File: src/rtl/amq_pkg.sv
`timescale 1ns / 1ps

package amq_pkg;

  typedef struct packed {
    logic [31:0] element_bits;
    logic        last_in;
  } in_word_t;

  typedef struct packed {
    logic signed [7:0] quant_value;
    logic [31:0]       scale_bits;
    logic              last_out;
    logic              overflow;
  } out_word_t;

  typedef struct packed {
    logic [31:0] elem;
    logic [31:0] scale;
    logic        last;
    logic        ovf;
  } qnt_req_t;

  typedef enum logic [1:0] {
    RND_EVEN = 2'd0,
    RND_ZERO = 2'd1,
    RND_AWAY = 2'd2,
    RND_NONE = 2'd3
  } round_mode_e;

  localparam logic [1:0] CFG_STATIC_MODE = 2'd0;
  localparam logic [1:0] CFG_STATIC_MAX  = 2'd1;
  localparam logic [1:0] CFG_ROUND_MODE  = 2'd2;

  localparam logic [31:0] FP_ONE        = 32'h3F80_0000;
  localparam logic [31:0] FP_MIN_NORMAL = 32'h0080_0000;
  localparam logic [31:0] FP_POS_INF    = 32'h7F80_0000;
  localparam logic [31:0] FP_QUIET_BIT  = 32'h0040_0000;
  localparam logic [23:0] FP_SIG_127    = 24'hFE_0000;

endpackage

File: src/rtl/amq_div.sv
`timescale 1ns / 1ps

module amq_div (
  input  logic        clk_i,
  input  logic        rst_ni,
  input  logic        start_i,
  input  logic [31:0] max_i,
  output logic        done_o,
  output logic [31:0] scale_o
);
  import amq_pkg::*;

  logic        busy_q, busy_d;
  logic        done_q, done_d;
  logic [4:0]  cnt_q, cnt_d;
  logic [25:0] rem_q, rem_d;
  logic [24:0] quo_q, quo_d;
  logic [23:0] div_q, div_d;
  logic [8:0]  exp_q, exp_d;
  logic [31:0] scale_q, scale_d;

  logic        is_nan;
  logic [31:0] m_eff;
  logic [23:0] sig_b;
  logic        a_lt_b;
  logic        ge;
  logic [25:0] diff;
  logic [24:0] quo_f;
  logic        rnd_up;
  logic [24:0] sig_r;
  logic [8:0]  exp_f;

  always_comb begin
    is_nan = (max_i[30:23] == 8'hFF) && (max_i[22:0] != 23'd0);
    m_eff  = (max_i[31] || (max_i[30:0] < FP_MIN_NORMAL[30:0])) ? FP_MIN_NORMAL : max_i;
    sig_b  = {1'b1, m_eff[22:0]};
    a_lt_b = FP_SIG_127 < sig_b;

    ge     = rem_q >= {2'b00, div_q};
    diff   = ge ? rem_q - {2'b00, div_q} : rem_q;
    quo_f  = {quo_q[23:0], ge};
    rnd_up = quo_f[0] & ((diff != 26'd0) | quo_f[1]);
    sig_r  = {1'b0, quo_f[24:1]} + {24'd0, rnd_up};
    exp_f  = exp_q + {8'd0, sig_r[24]};

    busy_d  = busy_q;
    done_d  = 1'b0;
    cnt_d   = cnt_q;
    rem_d   = rem_q;
    quo_d   = quo_q;
    div_d   = div_q;
    exp_d   = exp_q;
    scale_d = scale_q;

    if (start_i && !busy_q) begin
      if (is_nan) begin
        scale_d = max_i | FP_QUIET_BIT;
        done_d  = 1'b1;
      end else if (m_eff[30:23] == 8'hFF) begin
        scale_d = 32'd0;
        done_d  = 1'b1;
      end else begin
        busy_d = 1'b1;
        cnt_d  = 5'd0;
        div_d  = sig_b;
        rem_d  = a_lt_b ? {1'b0, FP_SIG_127, 1'b0} : {2'b00, FP_SIG_127};
        exp_d  = 9'd260 - {1'b0, m_eff[30:23]} - {8'd0, a_lt_b};
        quo_d  = 25'd0;
      end
    end else if (busy_q) begin
      rem_d = {diff[24:0], 1'b0};
      quo_d = quo_f;
      cnt_d = cnt_q + 5'd1;
      if (cnt_q == 5'd24) begin
        busy_d  = 1'b0;
        done_d  = 1'b1;
        scale_d = (exp_f >= 9'd255) ? FP_POS_INF
                                    : {1'b0, exp_f[7:0], sig_r[24] ? 23'd0 : sig_r[22:0]};
      end
    end
  end

  always_ff @(posedge clk_i or negedge rst_ni) begin
    if (!rst_ni) begin
      busy_q <= 1'b0;
      done_q <= 1'b0;
      cnt_q  <= 5'd0;
    end else begin
      busy_q <= busy_d;
      done_q <= done_d;
      cnt_q  <= cnt_d;
    end
  end

  always_ff @(posedge clk_i) begin
    rem_q   <= rem_d;
    quo_q   <= quo_d;
    div_q   <= div_d;
    exp_q   <= exp_d;
    scale_q <= scale_d;
  end

  assign done_o  = done_q;
  assign scale_o = scale_q;

endmodule

File: src/rtl/amq_quant.sv
`timescale 1ns / 1ps

module amq_quant (
  input  logic              clk_i,
  input  logic              rst_ni,
  input  logic              en_i,
  input  logic              in_valid_i,
  input  amq_pkg::qnt_req_t req_i,
  input  logic [1:0]        round_mode_i,
  output logic              out_valid_o,
  output amq_pkg::out_word_t out_word_o
);
  import amq_pkg::*;

  function automatic logic [4:0] lead_zeros(input logic [22:0] v);
    logic [4:0] n;
    logic       hit;
    n   = 5'd0;
    hit = 1'b0;
    for (int i = 22; i >= 0; i--) begin
      if (!hit) begin
        if (v[i]) hit = 1'b1;
        else n = n + 5'd1;
      end
    end
    return n;
  endfunction

  // normalize stage
  logic               v1_q;
  logic               sgn1_q;
  logic signed [10:0] ex1_q, es1_q;
  logic [23:0]        mx1_q, ms1_q;
  logic               xnan1_q, xinf1_q, xzero1_q;
  logic               snan1_q, sinf1_q, szero1_q;
  logic [31:0]        sc1_q;
  logic               last1_q, ovf1_q;

  // multiply stage
  logic               v2_q;
  logic               sgn2_q;
  logic signed [10:0] esum2_q;
  logic [47:0]        p2_q;
  logic               nan2_q, inf2_q, zero2_q;
  logic [31:0]        sc2_q;
  logic               last2_q, ovf2_q;

  logic               out_valid_q;
  out_word_t          out_word_q;

  logic [7:0]         xe;
  logic [22:0]        xf;
  logic [4:0]         lz;
  logic signed [10:0] ex_d;
  logic [23:0]        mx_d;

  always_comb begin
    xe = req_i.elem[30:23];
    xf = req_i.elem[22:0];
    lz = lead_zeros(xf);
    if (xe == 8'd0) begin
      mx_d = {xf, 1'b0} << lz;
      ex_d = -11'sd127 - signed'({6'd0, lz});
    end else begin
      mx_d = {1'b1, xf};
      ex_d = signed'({3'd0, xe}) - 11'sd127;
    end
  end

  always_ff @(posedge clk_i) begin
    if (en_i) begin
      sgn1_q   <= req_i.elem[31] ^ req_i.scale[31];
      ex1_q    <= ex_d;
      mx1_q    <= mx_d;
      xnan1_q  <= (xe == 8'hFF) && (xf != 23'd0);
      xinf1_q  <= (xe == 8'hFF) && (xf == 23'd0);
      xzero1_q <= req_i.elem[30:0] == 31'd0;
      es1_q    <= signed'({3'd0, req_i.scale[30:23]}) - 11'sd127;
      ms1_q    <= {1'b1, req_i.scale[22:0]};
      snan1_q  <= (req_i.scale[30:23] == 8'hFF) && (req_i.scale[22:0] != 23'd0);
      sinf1_q  <= (req_i.scale[30:23] == 8'hFF) && (req_i.scale[22:0] == 23'd0);
      szero1_q <= req_i.scale[30:23] == 8'd0;
      sc1_q    <= req_i.scale;
      last1_q  <= req_i.last;
      ovf1_q   <= req_i.ovf;

      sgn2_q  <= sgn1_q;
      esum2_q <= ex1_q + es1_q;
      p2_q    <= mx1_q * ms1_q;
      nan2_q  <= xnan1_q | snan1_q | (xinf1_q & szero1_q) | (xzero1_q & sinf1_q);
      inf2_q  <= xinf1_q | sinf1_q;
      zero2_q <= xzero1_q | szero1_q;
      sc2_q   <= sc1_q;
      last2_q <= last1_q;
      ovf2_q  <= ovf1_q;
    end
  end

  // round product to single, then to integer
  logic               hi;
  logic [23:0]        mant_pre;
  logic               g, s, up;
  logic [24:0]        sig_r;
  logic signed [10:0] e_v;
  logic [23:0]        mant;
  logic [30:0]        w;
  logic [6:0]         ip;
  logic               up2;
  logic [7:0]         mag;
  logic [7:0]         q_d;
  logic [2:0]         sh;

  always_comb begin
    hi       = p2_q[47];
    mant_pre = hi ? p2_q[47:24] : p2_q[46:23];
    g        = hi ? p2_q[23] : p2_q[22];
    s        = hi ? (p2_q[22:0] != 23'd0) : (p2_q[21:0] != 22'd0);
    up       = g & (s | mant_pre[0]);
    sig_r    = {1'b0, mant_pre} + {24'd0, up};
    e_v      = esum2_q + signed'({10'd0, hi}) + signed'({10'd0, sig_r[24]});
    mant     = sig_r[24] ? 24'h80_0000 : sig_r[23:0];
    sh       = 3'(e_v + 11'sd1);
    w        = {7'd0, mant} << sh;
    ip       = w[30:24];
    unique case (round_mode_e'(round_mode_i))
      RND_EVEN: up2 = w[23] & ((w[22:0] != 23'd0) | ip[0]);
      RND_ZERO: up2 = 1'b0;
      RND_AWAY: up2 = w[23];
      default:  up2 = 1'b0;
    endcase
    mag = {1'b0, ip} + {7'd0, up2};

    priority if (round_mode_e'(round_mode_i) == RND_NONE || nan2_q) begin
      q_d = 8'd0;
    end else if (inf2_q || (!zero2_q && e_v >= 11'sd7)) begin
      q_d = sgn2_q ? 8'h80 : 8'h7F;
    end else if (zero2_q || e_v < -11'sd1) begin
      q_d = 8'd0;
    end else if (sgn2_q) begin
      q_d = 8'd0 - mag;
    end else begin
      q_d = (mag > 8'd127) ? 8'h7F : mag;
    end
  end

  always_ff @(posedge clk_i or negedge rst_ni) begin
    if (!rst_ni) begin
      v1_q        <= 1'b0;
      v2_q        <= 1'b0;
      out_valid_q <= 1'b0;
    end else if (en_i) begin
      v1_q        <= in_valid_i;
      v2_q        <= v1_q;
      out_valid_q <= v2_q;
    end
  end

  always_ff @(posedge clk_i) begin
    if (en_i) begin
      out_word_q.quant_value <= signed'(q_d);
      out_word_q.scale_bits  <= sc2_q;
      out_word_q.last_out    <= last2_q;
      out_word_q.overflow    <= ovf2_q;
    end
  end

  assign out_valid_o = out_valid_q;
  assign out_word_o  = out_word_q;

endmodule

File: src/rtl/int8_abs_max_quantizer_top.sv
// Symmetric int8 quantizer for a stream of single-precision words. In dynamic
// mode each word is written into a buffer while the largest magnitude is
// tracked; the word marked last starts the scale computation
// (127 / max on a one-bit-per-cycle divider), after which the buffered words
// leave one per cycle, while the output is not stalled, through a three-stage
// multiply and round pipeline. In static mode every word runs the same
// divider and pipeline; a new word is taken once the last one is read into
// the pipeline. Words beyond MAX_ELEMENTS are dropped and flagged in overflow.
`timescale 1ns / 1ps

module int8_abs_max_quantizer_top #(
  parameter int MAX_ELEMENTS = 64
) (
  input  logic               clk_i,
  input  logic               rst_ni,
  input  logic               cfg_we_i,
  input  logic [1:0]         cfg_idx_i,
  input  logic [31:0]        cfg_data_i,
  input  logic               in_valid_i,
  output logic               in_stall_o,
  input  amq_pkg::in_word_t  in_word_i,
  output logic               out_valid_o,
  input  logic               out_stall_i,
  output amq_pkg::out_word_t out_word_o
);
  import amq_pkg::*;

  localparam int AW = (MAX_ELEMENTS > 1) ? $clog2(MAX_ELEMENTS) : 1;
  localparam int CW = $clog2(MAX_ELEMENTS + 1);

  typedef enum logic [2:0] {
    ST_IDLE = 3'b001,
    ST_DIV  = 3'b010,
    ST_EMIT = 3'b100
  } state_e;

  state_e      state_q, state_d;
  logic        static_mode_q;
  logic [31:0] static_max_q;
  logic [1:0]  round_mode_q;

  logic [CW-1:0] count_q, count_d;
  logic [30:0]   max_q, max_d;
  logic          drop_q, drop_d;
  logic [CW-1:0] n_q, n_d;
  logic          lastflag_q, lastflag_d;
  logic          ovf_q, ovf_d;
  logic [CW-1:0] rd_cnt_q, rd_cnt_d;
  logic          stat_sel_q, stat_sel_d;

  logic [31:0] mem [MAX_ELEMENTS];
  logic [31:0] stat_elem_q;
  logic [31:0] rdata_q;
  logic        v0_q;
  logic [31:0] sc0_q;
  logic        last0_q, ovf0_q;

  logic          acc, room, en, rd_en, is_last_rd;
  logic          wr_en;
  logic [AW-1:0] wr_addr;
  logic [30:0]   mag;
  logic          div_start, div_done;
  logic [31:0]   div_max, div_scale;
  qnt_req_t      req;

  assign acc        = in_valid_i && (state_q == ST_IDLE);
  assign in_stall_o = state_q != ST_IDLE;
  assign en         = !out_valid_o || !out_stall_i;
  assign room       = count_q < CW'(MAX_ELEMENTS);
  assign mag        = in_word_i.element_bits[30:0];
  assign rd_en      = (state_q == ST_EMIT) && en;
  assign is_last_rd = (rd_cnt_q + CW'(1)) == n_q;

  always_comb begin
    state_d    = state_q;
    count_d    = count_q;
    max_d      = max_q;
    drop_d     = drop_q;
    n_d        = n_q;
    lastflag_d = lastflag_q;
    ovf_d      = ovf_q;
    rd_cnt_d   = rd_cnt_q;
    stat_sel_d = stat_sel_q;
    wr_en      = 1'b0;
    wr_addr    = '0;
    div_start  = 1'b0;
    div_max    = static_max_q;

    unique case (state_q)
      ST_IDLE: begin
        if (acc && static_mode_q) begin
          stat_sel_d = 1'b1;
          n_d        = CW'(1);
          lastflag_d = in_word_i.last_in;
          ovf_d      = 1'b0;
          div_start  = 1'b1;
          state_d    = ST_DIV;
        end else if (acc) begin
          if (room) begin
            wr_en   = 1'b1;
            wr_addr = count_q[AW-1:0];
            count_d = count_q + CW'(1);
          end else begin
            drop_d = 1'b1;
          end
          if (mag <= FP_POS_INF[30:0] && mag > max_q) max_d = mag;
          if (in_word_i.last_in) begin
            stat_sel_d = 1'b0;
            n_d        = count_d;
            lastflag_d = 1'b1;
            ovf_d      = drop_d;
            div_max    = {1'b0, max_d};
            div_start  = 1'b1;
            count_d    = '0;
            max_d      = '0;
            drop_d     = 1'b0;
            state_d    = ST_DIV;
          end
        end
      end
      ST_DIV: begin
        if (div_done) begin
          rd_cnt_d = '0;
          state_d  = ST_EMIT;
        end
      end
      ST_EMIT: begin
        if (rd_en) begin
          rd_cnt_d = rd_cnt_q + CW'(1);
          if (is_last_rd) state_d = ST_IDLE;
        end
      end
      default: state_d = ST_IDLE;
    endcase
  end

  always_ff @(posedge clk_i or negedge rst_ni) begin
    if (!rst_ni) begin
      state_q       <= ST_IDLE;
      static_mode_q <= 1'b0;
      static_max_q  <= FP_ONE;
      round_mode_q  <= RND_EVEN;
      count_q       <= '0;
      max_q         <= '0;
      drop_q        <= 1'b0;
      n_q           <= '0;
      lastflag_q    <= 1'b0;
      ovf_q         <= 1'b0;
      rd_cnt_q      <= '0;
      stat_sel_q    <= 1'b0;
      v0_q          <= 1'b0;
    end else begin
      state_q    <= state_d;
      count_q    <= count_d;
      max_q      <= max_d;
      drop_q     <= drop_d;
      n_q        <= n_d;
      lastflag_q <= lastflag_d;
      ovf_q      <= ovf_d;
      rd_cnt_q   <= rd_cnt_d;
      stat_sel_q <= stat_sel_d;
      if (en) v0_q <= rd_en;
      if (cfg_we_i) begin
        case (cfg_idx_i)
          CFG_STATIC_MODE: static_mode_q <= cfg_data_i[0];
          CFG_STATIC_MAX:  static_max_q  <= cfg_data_i;
          CFG_ROUND_MODE:  round_mode_q  <= cfg_data_i[1:0];
          default: ;
        endcase
      end
    end
  end

  always_ff @(posedge clk_i) begin
    if (wr_en) mem[wr_addr] <= in_word_i.element_bits;
    if (acc && static_mode_q) stat_elem_q <= in_word_i.element_bits;
    if (rd_en) begin
      rdata_q <= stat_sel_q ? stat_elem_q : mem[rd_cnt_q[AW-1:0]];
      sc0_q   <= div_scale;
      last0_q <= lastflag_q && is_last_rd;
      ovf0_q  <= ovf_q;
    end
  end

  amq_div u_div (
    .clk_i   (clk_i),
    .rst_ni  (rst_ni),
    .start_i (div_start),
    .max_i   (div_max),
    .done_o  (div_done),
    .scale_o (div_scale)
  );

  always_comb begin
    req.elem  = rdata_q;
    req.scale = sc0_q;
    req.last  = last0_q;
    req.ovf   = ovf0_q;
  end

  amq_quant u_quant (
    .clk_i        (clk_i),
    .rst_ni       (rst_ni),
    .en_i         (en),
    .in_valid_i   (v0_q),
    .req_i        (req),
    .round_mode_i (round_mode_q),
    .out_valid_o  (out_valid_o),
    .out_word_o   (out_word_o)
  );

endmodule
File: config.mk
export PLATFORM = sky130hd
export DESIGN_NAME = int8_abs_max_quantizer_top
export DESIGN_NICKNAME = d
export VERILOG_FILES = /design/src/rtl/amq_pkg.sv /design/src/rtl/amq_div.sv /design/src/rtl/amq_quant.sv /design/src/rtl/int8_abs_max_quantizer_top.sv
export SDC_FILE = /design/constraint.sdc
export NUM_CORES = 2
export LEC_CHECK = 0
export BUFFER_PORTS_ARGS = -buffer_cell sky130_fd_sc_hd__buf_2
export CORE_ASPECT_RATIO = 1.4
export CORE_MARGIN = 3
export CORE_UTILIZATION = 35
export DETAILED_ROUTE_END_ITERATION = 6
export PLACE_DENSITY_LB_ADDON = 0.05
export SYNTH_ARGS = -nofsm -noshare
export SYNTH_HDL_FRONTEND = slang
export SYNTH_SLANG_ARGS = --single-unit
export TNS_END_PERCENT = 50
File: constraint.sdc
create_clock -name clk_i -period 16.6 [get_ports clk_i]
set_input_delay 0.83 -clock clk_i [delete_from_list [all_inputs] [get_ports clk_i]]
set_output_delay 0.83 -clock clk_i [all_outputs]
set_load 0.05 [all_outputs]
==> impl_metrics.toml <==
[layout]
fin_area_um2 = 142000
stdcell_count = 12900
area.growth.synth_to_final_pct = 13.2
multi_input_area_um2 = 45000
final_common_cell = "edfxtp_1"
most-common-layout-cells = "edfxtp_1, mux4_2, inv_1, nand2_1, fa_1"
seq_area_um2 = 77200
drive_above_1_share_pct = 20.2
fill_cells = 32584
nets = 8821

[synthesis]
synth_top_flop_cell = "edfxtp_1"
synthesis.area_um2 = 125000
synthArstFlopShare_pct = 4.06
ys_seq_area_share_pct = 61.5
syn_avg_cell_area_um2 = 16.3
yosysUniqueCellTypes = 102
yosys_warnings = 0
synth_nets = 8556
synth_top_area_share_pct = 59.4
synth_seq_cells = 2586
synth_area_leaders = "edfxtp_1, mux4_2, fa_1"
yosys.area.top_type = "edfxtp_1"
synth_edf_count = 2481
netlist_instances = 7712

[worst_setup_path]
arrival_ps = 15690
required_ps = 17250
path_class = "flip-flop to flip-flop"
r2r_cells = 75
rr_endpoint = "u_quant.mx1_q[21]"
worstPathMaxFanout = 13
reg2reg_slack_ps = 1550
crit_path_max_incr_delay_ps = 570
cp-start-kind = "flip-flop"
timing.critical_path.mode_cell = "ha_1"
r2r_start = "rdata_q[21]"
slowest_stage = "edfxtp_1"
worstSetupEndpointType = "flip-flop"

[drt]
wirelength_um = 373000
drt_iter0_drc = 4357
routedWlPerCell_um = 28.9
antenna_left = 0
firstDrtPassIters = 7
routed-via-count = 68065
post_drt_via_cell_ratio = 5.28
drc = 0

[hold_path]
min-delay-path-class = "input pin to flip-flop"
min_from = "cfg_data_i[9]"
worstHoldEndpoint = "static_max_q[9]"
hold_depth = 2

[cts]
htreeDepth = 5
post_cts_resized = 0
postCtsHoldBufs = 1
clkLatencyLatePin_ps = 880
root_buffer = "clkbuf_16"
postCtsSetupRepairBufs = 0
cts_tree = "yes"
path_clk_slew_ps = 60
cts_buffer_depth = 4
cts_inserted_buffers = 284
clkSinkCount = 2586

[place]
place_congestion = 0.825
place_inst = 12388
postPlaceCellArea_um2 = 133000
dp_hpwl_um = 242000
portBuffers = 115

[power_and_ir_drop]
power_density_nw_per_um2 = 117
p_leak_nw = 49.1
ir_worst_vdd_mv = 0.0727

[die]
dieArea_um2 = 366000
coreArea_um2 = 356000
initial_core_util_pct = 35.2
pin_count = 116
die_h_um = 715
die_x_um = 512
num_rows = 259

[sta]
drv_slew = 0
period_share_pct = 90.6
whs_ps = 207
hold_viol_final = 0
fin_tns_setup_ps = 0
rsz0062_at_grt = "false"
worst_pin_slew_ps = 1140
skew_ps = 84.7
relSlewSlack_pct = 23.3
period_minus_slack_ps = 15050
setup_viol = 0
clock.fmax_ghz = 0.0665

[run_status]
status = "finished clean"

[grt]
grt_max_degree = 100
grt_antenna_before_repair = 21
grt_pass1_wl_um = 542000
grt-ovfl-total = 0
grt_pass1_vias = 74135
grt_use_total_pct = 20.4

[run]
cap_violations = 0
-- report_power, final --
part | total (mW) | switching, mW | internal, mW
Sequential | 7.79 | 0.229 | 7.56
Combinational | 2.60 | 1.59 | 1.01
Clock | 6.28 | 2.63 | 3.65
-- metrics by stage --
step / power (mW) / worst slack (ps) / util [%]
CTS: 16.9 / 1610 / 39.9
finish: 16.7 / 1550 / 39.9
global placement: 10.5 / 1430 / 37.3
detailed placement: 10.6 / 1660 / 37.3
global route: 17.4 / 540 / 39.9
floorplan: 9.56 / 3150 / -
-- Yosys cell counts (59+ instances only) --
cell and count:
a21o_1 59, a21oi_1 175, and2_1 294, clkbuf_1 297, dfrtp_1 97, edfxtp_1 2481
fa_1 485, ha_1 287, inv_1 653, mux2_2 90, mux2i_1 82, mux4_2 673
nand2_1 582, nand3_1 88, nor2_1 316, o21ai_0 106, xnor2_1 127, xor2_1 77
-- layout make-up --
type                            count  share of cell area [%]
Clock inverter                    161                    1.09
Inverter                          656                    1.73
Timing Repair Buffer              352                    1.71
Antenna cell                        6                  0.0106
Tap cell                         4698                    4.14
Multi-Input combinational cell   4097                    31.7
Sequential cell                  2586                    54.3
Clock buffer                      344                    5.31
-- sequential cells by signal, indices dropped and copies added, names as in the netlist, 25 cells and up --
register and flops:
u_quant.out_word_o 42, u_quant.p2_q 48, rdata_q 32, sc0_q 32
u_quant.sc1_q 32, u_div.rem_q 25, stat_elem_q 32, u_quant.sc2_q 32
static_max_q 32, mem 2048, u_div.scale_o 32, max_q 31
-- layer usage --
layer	vias up	global-route usage, %	wire length (um)
met5	-	0	34
met4	4	5.03	9480
met3	477	2.07	12200
met1	36775	25.2	149000
li1	29491	-	-
met2	1318	38.1	202000
-- worst max-delay path: cells and delay by family, from the launching register on --
kind	cells	cell delay, ps
compound gates	16	2480
buf+inv	3	550
flops	1	570
simple gates	21	2100
fa+ha+maj	20	6400
mux	12	2260
xor+xnor	3	510
-- kinds of logic (layout without fill, tap and decap cells) --
| logic type | count (synthesis) | count (layout) | synth area share [%] |
|---|---|---|---|
| fa+ha+maj | 774 | 774 | 10.6 |
| other cells | 0 | 6 | 0 |
| simple gates | 1607 | 1607 | 6.25 |
| xor+xnor | 215 | 215 | 1.60 |
| mux | 847 | 847 | 13.6 |
| compound gates | 654 | 654 | 3.39 |
| buf+inv | 1029 | 1513 | 3.11 |
| flops | 2586 | 2586 | 61.5 |
-- how the worst max path moves through the flow --
stage / from / end / slack, ps / depth (start not counted)
2_1_floorplan: rdata_q[20] / u_quant.mx1_q[22] / 3150 / 74
3_3_place_gp: rdata_q[21] / u_quant.mx1_q[21] / 1430 / 75
3_5_place_dp: rdata_q[21] / u_quant.mx1_q[21] / 1660 / 75
4_1_cts: rdata_q[21] / u_quant.mx1_q[21] / 1610 / 75
5_1_grt: rdata_q[21] / u_quant.mx1_q[9] / 540 / 76
6_report: rdata_q[21] / u_quant.mx1_q[21] / 1550 / 75
No activity file was read; power rests on OpenSTA's default activity.
